<file path="config.mk">
export PLATFORM = sky130hd
export DESIGN_NAME = modbus_rtu_response_checker_top
export DESIGN_NICKNAME = d
export VERILOG_FILES = /design/src/rtl/mrrc_pkg.sv /design/src/rtl/mrrc_cfg_regs.sv /design/src/rtl/mrrc_frame_judge.sv /design/src/rtl/modbus_rtu_response_checker_top.sv
export SDC_FILE = /design/constraint.sdc
export NUM_CORES = 1
export LEC_CHECK = 0
export BUFFER_PORTS_ARGS = -buffer_cell sky130_fd_sc_hd__buf_2
export CAP_MARGIN = 15
export CORE_UTILIZATION = 45
export DETAILED_ROUTE_END_ITERATION = 8
export HOLD_SLACK_MARGIN = 0.12
export MAX_ROUTING_LAYER = met4
export PLACE_DENSITY_LB_ADDON = 0.12
export SYNTH_ARGS = -nofsm -noshare
export SYNTH_HDL_FRONTEND = slang
export SYNTH_SLANG_ARGS = --single-unit
export TNS_END_PERCENT = 30
</file>
<file path="constraint.sdc">
create_clock -name i_clk -period 4.66 [get_ports i_clk]
set_input_delay 0.233 -clock i_clk [delete_from_list [all_inputs] [get_ports i_clk]]
set_output_delay 0.233 -clock i_clk [all_outputs]
set_load 0.02 [all_outputs]
</file>
<file path="src/rtl/mrrc_pkg.sv">
`default_nettype none

package mrrc_pkg;

    // Register map (word index = paddr[3:2])
    localparam int unsigned APB_ADDR_W = 4;
    localparam int unsigned APB_DATA_W = 32;
    localparam logic [1:0]  REG_SLAVE_ID  = 2'd0;
    localparam logic [1:0]  REG_FUNCTION  = 2'd1;
    localparam logic [1:0]  REG_REG_COUNT = 2'd2;

    // Register reset values
    localparam logic [7:0] SLAVE_ID_RST  = 8'd1;
    localparam logic [7:0] FUNCTION_RST  = 8'd4;
    localparam logic [2:0] REG_COUNT_RST = 3'd2;

    // CRC-16, reflected form
    localparam logic [15:0] CRC_INIT = 16'hFFFF;
    localparam logic [15:0] CRC_POLY = 16'hA001;

    // Function codes
    localparam logic [7:0] FC_READ_HOLDING = 8'd3;
    localparam logic [7:0] FC_READ_INPUT   = 8'd4;
    localparam logic [7:0] FC_PRESET_MULTI = 8'd16;
    localparam int unsigned FC_EXC_BIT     = 7;

    // Frame layout
    localparam logic [7:0] POS_ID       = 8'd0;
    localparam logic [7:0] POS_FUNCTION = 8'd1;
    localparam logic [7:0] POS_COUNT    = 8'd2;
    localparam logic [7:0] POS_PAYLOAD  = 8'd3;
    localparam logic [7:0] POS_MAX      = 8'hFF;
    localparam logic [8:0] MIN_LENGTH   = 9'd5;

    typedef enum logic [2:0] {
        ST_VALID      = 3'd0,
        ST_BAD_ID     = 3'd1,
        ST_BAD_FUNC   = 3'd2,
        ST_BAD_CRC    = 3'd3,
        ST_SHORT      = 3'd4,
        ST_EXCEPTION  = 3'd5,
        ST_BYTE_COUNT = 3'd6
    } t_status;

    typedef struct packed {
        logic [7:0] rx_byte;
        logic       frame_end;
    } t_in_beat;

    typedef struct packed {
        logic [2:0]  status;
        logic [7:0]  exception_code;
        logic [63:0] value;
        logic [3:0]  value_bytes;
    } t_out_beat;

    typedef struct packed {
        logic [7:0] slave_id;
        logic [7:0] function_code;
        logic [2:0] reg_count;
    } t_cfg;

    // One byte of CRC-16 update, LSB first
    function automatic logic [15:0] crc16_byte(input logic [15:0] crc, input logic [7:0] b);
        logic [15:0] c;
        c = crc ^ {8'h00, b};
        for (int k = 0; k < 8; k++) begin
            if (c[0]) begin
                c = (c >> 1) ^ CRC_POLY;
            end else begin
                c = c >> 1;
            end
        end
        return c;
    endfunction

endpackage

`default_nettype wire

</file>
<file path="src/rtl/mrrc_cfg_regs.sv">
`default_nettype none

module mrrc_cfg_regs (
    input  wire logic                           i_clk,
    input  wire logic                           i_rst_n,
    input  wire logic                           psel,
    input  wire logic                           penable,
    input  wire logic                           pwrite,
    input  wire logic [mrrc_pkg::APB_ADDR_W-1:0] paddr,
    input  wire logic [mrrc_pkg::APB_DATA_W-1:0] pwdata,
    output logic      [mrrc_pkg::APB_DATA_W-1:0] prdata,
    output logic                                pready,
    output mrrc_pkg::t_cfg                      o_cfg
);
    import mrrc_pkg::*;

    t_cfg       r_cfg;
    logic [1:0] reg_idx;
    logic       wr_en;

    assign reg_idx = paddr[3:2];
    assign wr_en   = psel & penable & pwrite;
    assign pready  = 1'b1;
    assign o_cfg   = r_cfg;

    // Write registers on the access phase
    always_ff @(posedge i_clk) begin
        if (!i_rst_n) begin
            r_cfg.slave_id      <= SLAVE_ID_RST;
            r_cfg.function_code <= FUNCTION_RST;
            r_cfg.reg_count     <= REG_COUNT_RST;
        end else if (wr_en) begin
            unique case (reg_idx)
                REG_SLAVE_ID:  r_cfg.slave_id      <= pwdata[7:0];
                REG_FUNCTION:  r_cfg.function_code <= pwdata[7:0];
                REG_REG_COUNT: r_cfg.reg_count     <= pwdata[2:0];
                default: ;
            endcase
        end
    end

    // Read back
    always_comb begin
        unique case (reg_idx)
            REG_SLAVE_ID:  prdata = {24'h0, r_cfg.slave_id};
            REG_FUNCTION:  prdata = {24'h0, r_cfg.function_code};
            REG_REG_COUNT: prdata = {29'h0, r_cfg.reg_count};
            default:       prdata = '0;
        endcase
    end

endmodule

`default_nettype wire

</file>
<file path="src/rtl/mrrc_frame_judge.sv">
`default_nettype none

module mrrc_frame_judge #(
    parameter int unsigned MAX_VALUE_BYTES = 8
) (
    input  wire logic                i_clk,
    input  wire logic                i_rst_n,
    input  wire logic                i_step,
    input  mrrc_pkg::t_in_beat       i_beat,
    input  mrrc_pkg::t_cfg           i_cfg,
    output mrrc_pkg::t_out_beat      o_result
);
    import mrrc_pkg::*;

    localparam int unsigned PW = 8 * MAX_VALUE_BYTES;

    logic [15:0]   r_crc,     n_crc;
    logic [7:0]    r_pos,     n_pos;
    logic [7:0]    r_id,      n_id;
    logic [7:0]    r_func,    n_func;
    logic [7:0]    r_count,   n_count;
    logic [PW-1:0] r_payload, n_payload;

    logic [7:0] pay_off;
    logic [8:0] length;
    logic       count_ok;

    // Advance frame state by one byte
    always_comb begin
        n_crc     = crc16_byte(r_crc, i_beat.rx_byte);
        n_pos     = (r_pos == POS_MAX) ? r_pos : r_pos + 8'd1;
        n_id      = r_id;
        n_func    = r_func;
        n_count   = r_count;
        n_payload = r_payload;
        pay_off   = r_pos - POS_PAYLOAD;
        priority if (r_pos == POS_ID) begin
            n_id = i_beat.rx_byte;
        end else if (r_pos == POS_FUNCTION) begin
            n_func = i_beat.rx_byte;
        end else if (r_pos == POS_COUNT) begin
            n_count = i_beat.rx_byte;
        end else if (pay_off < r_count && pay_off < 8'(MAX_VALUE_BYTES)) begin
            n_payload = {r_payload[PW-9:0], i_beat.rx_byte};
        end
    end

    // Judge the frame on its last byte
    assign length   = {1'b0, r_pos} + 9'd1;
    assign count_ok = (r_count == {4'h0, i_cfg.reg_count, 1'b0})
                   && (r_count <= 8'(MAX_VALUE_BYTES))
                   && (length >= {1'b0, r_count} + MIN_LENGTH);

    always_comb begin
        o_result = '0;
        priority if (length < MIN_LENGTH) begin
            o_result.status = ST_SHORT;
        end else if (r_id != i_cfg.slave_id) begin
            o_result.status = ST_BAD_ID;
        end else if (n_crc != 16'h0000) begin
            o_result.status = ST_BAD_CRC;
        end else if (r_func[FC_EXC_BIT]) begin
            o_result.status         = ST_EXCEPTION;
            o_result.exception_code = r_count;
        end else if (r_func != i_cfg.function_code) begin
            o_result.status = ST_BAD_FUNC;
        end else if (r_func == FC_READ_HOLDING || r_func == FC_READ_INPUT) begin
            if (count_ok) begin
                o_result.status      = ST_VALID;
                o_result.value       = 64'(n_payload);
                o_result.value_bytes = r_count[3:0];
            end else begin
                o_result.status = ST_BYTE_COUNT;
            end
        end else if (r_func == FC_PRESET_MULTI) begin
            o_result.status = ST_VALID;
        end else begin
            o_result.status = ST_BAD_FUNC;
        end
    end

    // Hold frame state; clear it after the last byte
    always_ff @(posedge i_clk) begin
        if (!i_rst_n || (i_step && i_beat.frame_end)) begin
            r_crc     <= CRC_INIT;
            r_pos     <= '0;
            r_id      <= '0;
            r_func    <= '0;
            r_count   <= '0;
            r_payload <= '0;
        end else if (i_step) begin
            r_crc     <= n_crc;
            r_pos     <= n_pos;
            r_id      <= n_id;
            r_func    <= n_func;
            r_count   <= n_count;
            r_payload <= n_payload;
        end
    end

endmodule

`default_nettype wire

</file>
<file path="src/rtl/modbus_rtu_response_checker_top.sv">
// The last byte of a frame is captured in the input register; its result is then written
// into the result register and offered on o_out_valid. That last byte waits in the input
// register only while an earlier result is still held.
// Throughput: one byte per cycle, except that a last byte waits as above; the CRC byte
// update and frame checks sit in one stage between the input and result registers.
// Reset (synchronous, active low) empties both registers, restarts the frame and
// loads the configuration defaults.
`default_nettype none

module modbus_rtu_response_checker_top #(
    parameter int unsigned MAX_VALUE_BYTES = 8
) (
    input  wire logic                            i_clk,
    input  wire logic                            i_rst_n,
    input  wire logic                            i_in_valid,
    output logic                                 o_in_ready,
    input  mrrc_pkg::t_in_beat                   i_in_beat,
    output logic                                 o_out_valid,
    input  wire logic                            i_out_ready,
    output mrrc_pkg::t_out_beat                  o_out_beat,
    input  wire logic                            psel,
    input  wire logic                            penable,
    input  wire logic                            pwrite,
    input  wire logic [mrrc_pkg::APB_ADDR_W-1:0] paddr,
    input  wire logic [mrrc_pkg::APB_DATA_W-1:0] pwdata,
    output logic      [mrrc_pkg::APB_DATA_W-1:0] prdata,
    output logic                                 pready
);
    import mrrc_pkg::*;

    t_cfg      cfg;
    t_out_beat result;
    t_in_beat  r_in_beat;
    t_out_beat r_out_beat;
    logic      r_in_valid;
    logic      r_out_valid;
    logic      out_free;
    logic      step;

    mrrc_cfg_regs u_cfg (
        .i_clk   (i_clk),
        .i_rst_n (i_rst_n),
        .psel    (psel),
        .penable (penable),
        .pwrite  (pwrite),
        .paddr   (paddr),
        .pwdata  (pwdata),
        .prdata  (prdata),
        .pready  (pready),
        .o_cfg   (cfg)
    );

    mrrc_frame_judge #(
        .MAX_VALUE_BYTES (MAX_VALUE_BYTES)
    ) u_judge (
        .i_clk    (i_clk),
        .i_rst_n  (i_rst_n),
        .i_step   (step),
        .i_beat   (r_in_beat),
        .i_cfg    (cfg),
        .o_result (result)
    );

    // Only the last byte needs room in the result register
    assign out_free   = !r_out_valid || i_out_ready;
    assign step       = r_in_valid && (!r_in_beat.frame_end || out_free);
    assign o_in_ready = !r_in_valid || step;

    // Input register
    always_ff @(posedge i_clk) begin
        if (!i_rst_n) begin
            r_in_valid <= 1'b0;
        end else if (o_in_ready) begin
            r_in_valid <= i_in_valid;
        end
    end

    always_ff @(posedge i_clk) begin
        if (o_in_ready && i_in_valid) begin
            r_in_beat <= i_in_beat;
        end
    end

    // Result register
    always_ff @(posedge i_clk) begin
        if (!i_rst_n) begin
            r_out_valid <= 1'b0;
        end else if (step && r_in_beat.frame_end) begin
            r_out_valid <= 1'b1;
        end else if (i_out_ready) begin
            r_out_valid <= 1'b0;
        end
    end

    always_ff @(posedge i_clk) begin
        if (step && r_in_beat.frame_end) begin
            r_out_beat <= result;
        end
    end

    assign o_out_valid = r_out_valid;
    assign o_out_beat  = r_out_beat;

    // A last byte that advances always produces a result
    a_last_gives_result: assert property (@(posedge i_clk) disable iff (!i_rst_n)
        step && r_in_beat.frame_end |=> o_out_valid)
        else $error("last byte advanced without a result");

    // Payload only travels with a valid status
    a_value_only_valid: assert property (@(posedge i_clk) disable iff (!i_rst_n)
        o_out_valid && o_out_beat.status != ST_VALID
            |-> o_out_beat.value == 64'h0 && o_out_beat.value_bytes == 4'h0)
        else $error("payload reported with an error status");

    // Exception code only on an exception reply
    a_exc_only_exception: assert property (@(posedge i_clk) disable iff (!i_rst_n)
        o_out_valid && o_out_beat.status != ST_EXCEPTION
            |-> o_out_beat.exception_code == 8'h00)
        else $error("exception code without exception status");

    // Payload length never exceeds the value register
    a_bytes_bounded: assert property (@(posedge i_clk) disable iff (!i_rst_n)
        o_out_valid |-> o_out_beat.value_bytes <= 4'(MAX_VALUE_BYTES))
        else $error("value_bytes exceeds payload capacity");

endmodule

`default_nettype wire

</file>
After elaboration in Yosys (flattened, before gate mapping). Cells that the tools add are included.

Memories: 0. Latch bits: 0. Memory bits (writable): 0. Flip-flop bits (word level): 221. ROM bits: 0.

Bitwise operators: 17. Multiplexer cells: 22. Magnitude comparators: 5. Div/mod/pow operators: 0. Reductions and logical operators: 29. $mul: 0. Shift-type cells: 0. $add $sub $neg: 4. Equality and inequality tests: 11.

Operators with widths (number): 64-bit 2-to-1 mux (4); 16-bit 2-to-1 mux (8); 2-bit NOT with 3-bit output (8); 8-bit one-hot mux with 3 select lines (1); 3-bit 2-to-1 mux (6); 8-bit by 2-bit == test with 1-bit output (second input constant) (2); 8-bit inequality test (2); 16-bit nonzero test (1); 16-bit by 8-bit bitwise XOR with 16-bit output (1); 2-bit AND reduction (5); 8-bit by 1-bit adder with 9-bit output (second input constant) (1); 8-bit by 3-bit adder with 9-bit output (second input constant) (1); 9-bit >= comparator (1); 9-bit by 3-bit less-than comparator with 1-bit output (second input constant) (1); 8-bit by 1-bit adder with 8-bit output (second input constant) (1); 8-bit by 1-bit == test with 1-bit output (second input constant) (1); 8-bit by 3-bit == test with 1-bit output (second input constant) (1); 8-bit by 4-bit == test with 1-bit output (1); 8-bit by 5-bit == test with 1-bit output (second input constant) (1); 8-bit == test (second input constant) (1); 8-bit by 4-bit <= comparator with 1-bit output (second input constant) (1); 8-bit logical NOT (1); 8-bit by 4-bit less-than comparator with 1-bit output (second input constant) (1); 8-bit less-than comparator (1); other kinds (17) (36).

Depth between registers and ports, before layout. Gate-level depths: netlist of run 1.

Depth after elaboration: 20. Mapped depth: 14.

By module. A second synthesis of run 1 with hierarchy kept.

Cell total of the unflattened synthesis: 1075. Area total of the unflattened synthesis: 10582.6 um^2.

Modules (own cells, without submodules): mrrc_frame_judge (cells an instance 849, area each 6712.7 um^2, times used 1, seq. area each 2242.2 um^2); modbus_rtu_response_checker_top (cells an instance 100, area each 2760.1 um^2, times used 1, seq. area each 2682.6 um^2); mrrc_cfg_regs (cells an instance 126, area each 1109.8 um^2, times used 1, seq. area each 380.4 um^2).

Least setup slack after synthesis of run 1. OpenSTA, ideal clock, no wires.

Path type: register to register. Start: register r_in_beat[1] in the netlist's numbering. End: register r_out_beat (netlist bit o_out_beat[40]), data pin. Path buffers: 2. Stages on the path, launching flop included: 14. Setup time: 266 ps. Data arrival time: 3385 ps. Path slack: 1009 ps. Required time: 4394 ps. Cells stage by stage: edfxtp_1 xnor2_1 xnor2_1 xnor3_1 xor2_1 ha_1 xnor2_1 and4b_1 and4_1 nand4_1 nand4b_1 clkbuf_1 clkbuf_1 nor2_1.

RTL lines: start: declaration (RTL line modbus_rtu_response_checker_top.sv:33) `t_in_beat r_in_beat;`; start signal: assignment (RTL line modbus_rtu_response_checker_top.sv:80) `r_in_beat <= i_in_beat;`; 16-bit by 8-bit bitwise XOR with 16-bit output (RTL line mrrc_pkg.sv:66) `c = crc ^ {8'h00, b};`; 16-bit 2-to-1 mux (8 in a row) (RTL line mrrc_pkg.sv:68) `if (c[0]) begin`; named net u_judge.n_crc[15] (RTL line mrrc_frame_judge.sv:17) `logic [15:0] r_crc, n_crc;`; 16-bit nonzero test (RTL line mrrc_frame_judge.sv:60) `end else if (n_crc != 16'h0000) begin`; 7-bit OR reduction (no source line); end signal: assignment (RTL line modbus_rtu_response_checker_top.sv:97) `r_out_beat <= result;`; end: declaration (RTL line modbus_rtu_response_checker_top.sv:34) `t_out_beat r_out_beat;`.

The timed path passes the listed nets, and every way through them passes these cells. A chain may end at the register's enable or synchronous reset.

Final worst setup path of run 1.
Start: register r_in_beat[1] in the netlist's numbering. End: register r_out_beat (netlist bit o_out_beat[52]), data pin.

The elaborated chain is that of the path after synthesis.

==> impl_metrics.toml, run 1 <==
[pwr]
power_frac_seq_pct = 49.2
pwr_density_cell_mw_per_mm2 = 349.4
peakVddDrop_mv = 0.2671
power_switching_mw = 1.020
p_leak_nw = 4.628
pwr-share-comb_pct = 8.5
sw_frac_of_total_pct = 24.04
p_total_mw = 4.242
pwr-share-clk_pct = 42.3
p_int_mw = 3.222

[synthesis]
synth.cell_area_sq_mm = 0.01049
yosys.cell_types.count = 58
ys_seq_area_share_pct = 50.60
synth-async-reset-ratio_pct = 0
ys.flop_type = "dfxtp_1"
synth-edff-count = 88
yosysWarnings = 0
synth-seq-cells = 221
synthCells = 987
syn_area_per_cell_sq_um = 10.62

[clocking]
numCtsBuffers = 24
hold_buffers = 23
cts_resized = 0
postCtsSetupBuffers = 0
clk_pin_slew_ps = 60
clkSinkCount = 221
clockRootBuffer = "clkbuf_16"
insertion_delay_ps = 520
cts_tree = "yes"
clockBufferDepth = 3
htree_levels = 1

[global_routing]
grt_pass1_wl_um = 35440
grt_max_degree = 65
grt_overflow_total = 0
grt_usage_pct = 19.16
grt_pass1_vias = 6795
antenna_found_initial = 0

[placed_design]
placement.io_buffers = 114
dpl.hpwl_um = 15530
place_congestion = 0.8403
placed_area_sq_mm = 0.01116

[routing]
postRouteAntennaNets = 0
drt-vias-per-instance = 4.965
via_count = 7160
wl_per_cell_um = 15.40
dr.pass1.iters = 6
drt_iter0_drc = 315
drt_wl_total_um = 22210
drcViolationCount = 0

[critical_path]
cp.arrival_ps = 4370
critPathKind = "reg -> reg"
start_kind = "flip-flop"
critical_path_required_ps = 5030
crit_buf_inv = 1
crit_top_cell = "xnor2_1"
slowest_delay_ps = 520
cp_top_family = "XOR/XNOR gates"
critPathSlowestCell = "edfxtp_1"
cp-end-kind = "flip-flop"
cp_max_fo = 58
crit_path_cell_trace = "xnor2_1, xnor2_1, xnor3_1, xor2_1, ha_1, xnor2_1, and4b_1, and4_1, nand4_1, nand4b_1, buf_12, nor2_1"

[die]
initial_core_util_pct = 46.03
die_h_um = 154.6
die_w_um = 154.6
dieArea_sq_mm = 0.02392
io-pin-count = 166
core_region_area_sq_mm = 0.02278
rows = 55

[cells_and_area]
area_growth_pct = 15.79
layout_commonest_cell = "mux2i_1"
final_cell_mix = "mux2i_1, dfxtp_1, nand2_1"
fin_area_sq_mm = 0.01214
diodes = 0
drive_gt1_share_pct = 15.59
final_nets = 1187

[sta]
max_freq_ghz = 0.2499
rsz0062_at_grt = "no"
layout_min_cycle_time_ps = 4002
finalCritPeriodShare_pct = 85.88
fin_tns_setup_ps = 0
slew-limit-headroom_pct = 26.57
slew_viol_final = 0
setup_viol = 0
tightest_slew_ps = 1101
fin_skew_ps = 15.18
hold_viol = 0

[job]
drv_cap = 0

[min_path]
hp-class = "in -> reg"

[status]
status = "completed"
-- through the flow --
step | utilization (%) | setup slack, ps | hold WS [ps] | instances
6_report | 53.30 | 657.9 | 173.3 | 1442
5_1_grt | 53.30 | 387.7 | 188.5 | 1442
4_1_cts | 53.30 | 653.6 | 153.6 | 1442
3_5_place_dp | 49.01 | 745.2 | 411.1 | 1375
3_3_place_gp | 49.01 | 788.2 | 408.9 | 1375
2_1_floorplan | - | 1009 | 331.9 | 1011
-- flip-flops by register name, summed over array words and instances, names as in the netlist --
register	count
u_judge.r_count	8
u_judge.r_payload	64
r_in_valid	1
r_in_beat	9
u_cfg.o_cfg	19
o_out_beat	79
u_judge.r_pos	8
o_out_valid	1
u_judge.r_id	8
u_judge.r_func	8
u_judge.r_crc	16
-- per-layer routing --
layer / track usage [%] / vias to the layer above / share of wire, %
li1: - / 3622 / -
met1: 23.90 / 3350 / 45
met2: 32.73 / 156 / 49
met3: 2.466 / 32 / 3.4
met4: 5.092 / 0 / 2.1
met5: - / - / 0
-- layout make-up --
type,instances,area (sq um)
clock inverter,13,110.1
multi-input combinational,690,4651
inverter,19,72.57
sequential,221,5305
clock buffer,31,636.9
fill,2088,10640
timing repair buffer,155,973.4
tap,313,391.6
-- power groups by stage --
stage	Combinational (mW)	Clock [mW]	Sequential [mW]
global placement	0.340	0	2.13
global route	0.391	1.92	2.09
floorplan	0.236	0	2.15
detailed placement	0.342	0	2.13
finish	0.359	1.79	2.09
CTS	0.362	1.85	2.09
-- final timing paths --
| kind | start | end | slack (ps) | cells past startpoint |
|---|---|---|---|---|
| setup / recovery | r_in_beat[1] | o_out_beat[52] | 660 | 12 |
| hold / removal | paddr[3] | u_cfg.o_cfg[0] | 170 | 3 |
| setup reg to reg | r_in_beat[1] | o_out_beat[52] | 660 | 12 |
| hold reg to reg | u_judge.r_payload[63] | u_judge.r_payload[63] | 460 | 2 |
-- tightest hold or removal path, cell delays in order --
cell      delay, ps
buf_2           200
nand3_1         130
a21boi_0         70
-- synth_stat cells (2+ instances only) --
cell	count	share of area [%]
a211oi_1	2	0.14
a21boi_0	5	0.36
a21oi_1	16	0.76
a31oi_1	3	0.18
and2_1	11	0.66
and3_1	3	0.18
buf_1	2	0.072
buf_12	6	1.1
buf_2	4	0.19
buf_4	25	1.8
buf_6	8	0.86
clkbuf_1	35	1.3
conb_1	2	0.072
dfxtp_1	133	25
edfxtp_1	88	25
ha_1	24	2.9
inv_1	18	0.64
mux2i_1	177	17
nand2_1	127	4.5
nand2b_1	7	0.42
nand3_1	20	0.95
nand4_1	8	0.48
nor2_1	115	4.1
nor2b_1	18	1.1
nor3_1	11	0.53
nor3b_1	2	0.14
nor4_1	6	0.36
o211ai_1	9	0.64
o21a_1	4	0.29
o21ai_0	15	0.72
o31ai_1	2	0.14
or3_1	2	0.12
xnor2_1	46	3.8
xor2_1	9	0.75
-- kinds of logic (layout without fill, tap and decap cells) --
family | after synthesis | after routing | synth area share (%)
AND/OR/NAND/NOR | 342 | 342 | 14.68
AO/OA/AOI/OAI | 65 | 65 | 4.045
other | 2 | 26 | 0.07163
multiplexers | 177 | 177 | 16.90
adder cells (fa/ha/maj) | 24 | 24 | 2.864
XOR/XNOR | 56 | 56 | 4.809
buffers and inverters | 100 | 218 | 6.038
flip-flops | 221 | 221 | 50.60
No activity file was read; power rests on OpenSTA's default activity.
==> run 2: changes to the inputs <==
--- a/config.mk
+++ b/config.mk
@@ -7,7 +7,9 @@
 export LEC_CHECK = 0
 export BUFFER_PORTS_ARGS = -buffer_cell sky130_fd_sc_hd__buf_2
 export CAP_MARGIN = 15
-export CORE_UTILIZATION = 45
+export CELL_PAD_IN_SITES_DETAIL_PLACEMENT = 1
+export CELL_PAD_IN_SITES_GLOBAL_PLACEMENT = 2
+export CORE_UTILIZATION = 37
 export DETAILED_ROUTE_END_ITERATION = 8
 export HOLD_SLACK_MARGIN = 0.12
 export MAX_ROUTING_LAYER = met4
==> impl_metrics.toml, run 2 (same netlist as run 1, synthesis figures left out) <==
[placed_design]
dp_slack_ps = 756.1
dpl.hpwl_um = 17770
place_congestion = 0.7874
placement.io_buffers = 114

[min_path]
hp-class = "in -> reg"

[cells_and_area]
final_cell_mix = "mux2i_1, dfxtp_1, nand2_1"
diodes = 0
area_growth_pct = 17.58
largest_reg_flops = 79
multi_input_area_sq_mm = 0.004646
fillers = 3134
layout_commonest_cell = "mux2i_1"
final_util_pct = 44.25
drive_gt1_share_pct = 15.62
top_register = "o_out_beat"
seqCellArea_sq_mm = 0.005305
final_nets = 1190

[status]
status = "completed"

[clocking]
postCtsSetupBuffers = 0
hold_buffers = 23
insertion_delay_ps = 540
clockBufferDepth = 3
clk_pin_slew_ps = 60
clkSinkCount = 221
clockRootBuffer = "clkbuf_16"
numCtsBuffers = 25
htree_levels = 1
cts_tree = "yes"
cts_resized = 0

[sta]
tightest_slew_ps = 1146
layout_min_cycle_time_ps = 3888
slew-limit-headroom_pct = 23.60
fin_skew_ps = 27.00
max_freq_ghz = 0.2572
fin_ws_ps = 771.8
setup_viol = 0
hold_ws_ps = 148.6
rsz0062_at_grt = "no"
hold_viol = 0
finalCritPeriodShare_pct = 83.44
fin_tns_setup_ps = 0
slew_viol_final = 0

[pwr]
pwr_density_cell_mw_per_mm2 = 362.4
p_leak_nw = 4.693
peakVddDrop_mv = 0.2732

[critical_path]
reg2reg_depth = 12
r2r_end = "o_out_beat[27]"
slowest_delay_ps = 450
crit_end = "o_out_beat[27]"
cp.arrival_ps = 4250
cp-startpoint = "r_in_beat[1]"
cp_max_fo = 67
start_kind = "flip-flop"
r2r_start = "r_in_beat[1]"
crit_path_cell_trace = "xnor2_1, xnor2_1, xnor3_1, xor2_1, ha_1, xnor2_1, and4b_1, and4_1, nand4_1, nand4b_1, buf_12, nor2_1"
critPathSlowestCell = "xnor3_1"
critPathKind = "reg -> reg"
ff2ff_setup_slack_ps = 770
crit_top_cell = "xnor2_1"
critical_path_required_ps = 5020
cp-end-kind = "flip-flop"

[global_routing]
grt_usage_pct = 18.49
grt_pass1_wl_um = 40570
grt_max_degree = 68
grt_overflow_total = 0
grt_pass1_vias = 7520
antenna_found_initial = 0

[routing]
via_count = 7243
drcViolationCount = 0
postRouteAntennaNets = 0
dr.pass1.iters = 4
drt-vias-per-instance = 4.794
drt_iter0_drc = 229
wl_per_cell_um = 16.90
drt_wl_total_um = 25540

[die]
dieArea_sq_mm = 0.02902
io-pin-count = 166
die_h_um = 170.3
initial_core_util_pct = 37.64
die_w_um = 170.3
core_region_area_sq_mm = 0.02786
rows = 61

[job]
drv_cap = 0
==> run 2: area by class of cell <==
cell class | instances | share of cell area [%]
multi-input combinational | 690 | 37.68
sequential | 221 | 43.03
inverter | 19 | 0.5887
clock inverter | 13 | 1.340
timing repair buffer | 157 | 8.119
tap | 378 | 3.836
clock buffer | 33 | 5.399
==> run 2: worst max-delay path: cells and delay by family, from the launching register on <==
kind / cells / cell delay (ps)
xor+xnor: 5 / 1470
flops: 1 / 420
simple gates: 5 / 1130
buf+inv: 1 / 250
fa+ha+maj: 1 / 400
==> run 2: power by group <==
part           switching (mW)  internal (mW)  leakage [nW]
sequential             0.0337           2.05          1.80
combinational           0.224          0.142          2.48
clock                   0.790           1.22         0.409
==> run 2: per-stage QoR <==
| step | instances | power, mW | instance area [sq um] |
|---|---|---|---|
| global placement | 1442 | 2.483 | 11270 |
| finish | 1511 | 4.468 | 12330 |
| global route | 1511 | 4.642 | 12330 |
| detailed placement | 1442 | 2.487 | 11270 |
| floorplan | 1011 | 2.391 | 10580 |
| CTS | 1511 | 4.529 | 12330 |
==> run 2: routing by layer <==
metal	part of all wire, %	wire, um	global-route usage [%]
met5	0	0	-
met4	1.3	323	3.839
met3	2.9	750	2.442
met2	49	12600	32.23
met1	46	11870	22.77
==> run 2: worst min path at each step <==
stage | start | to | slack (ps) | cells past startpoint
finish | paddr[3] | u_cfg.o_cfg[2] | 150 | 3
global route | paddr[3] | u_cfg.o_cfg[1] | 160 | 3
CTS | paddr[3] | u_cfg.o_cfg[2] | 130 | 3
detailed placement | i_in_beat[7] | r_in_beat[7] | 410 | 1
global placement | i_in_beat[7] | r_in_beat[7] | 410 | 1
floorplan | i_in_beat[0] | r_in_beat[0] | 330 | 0
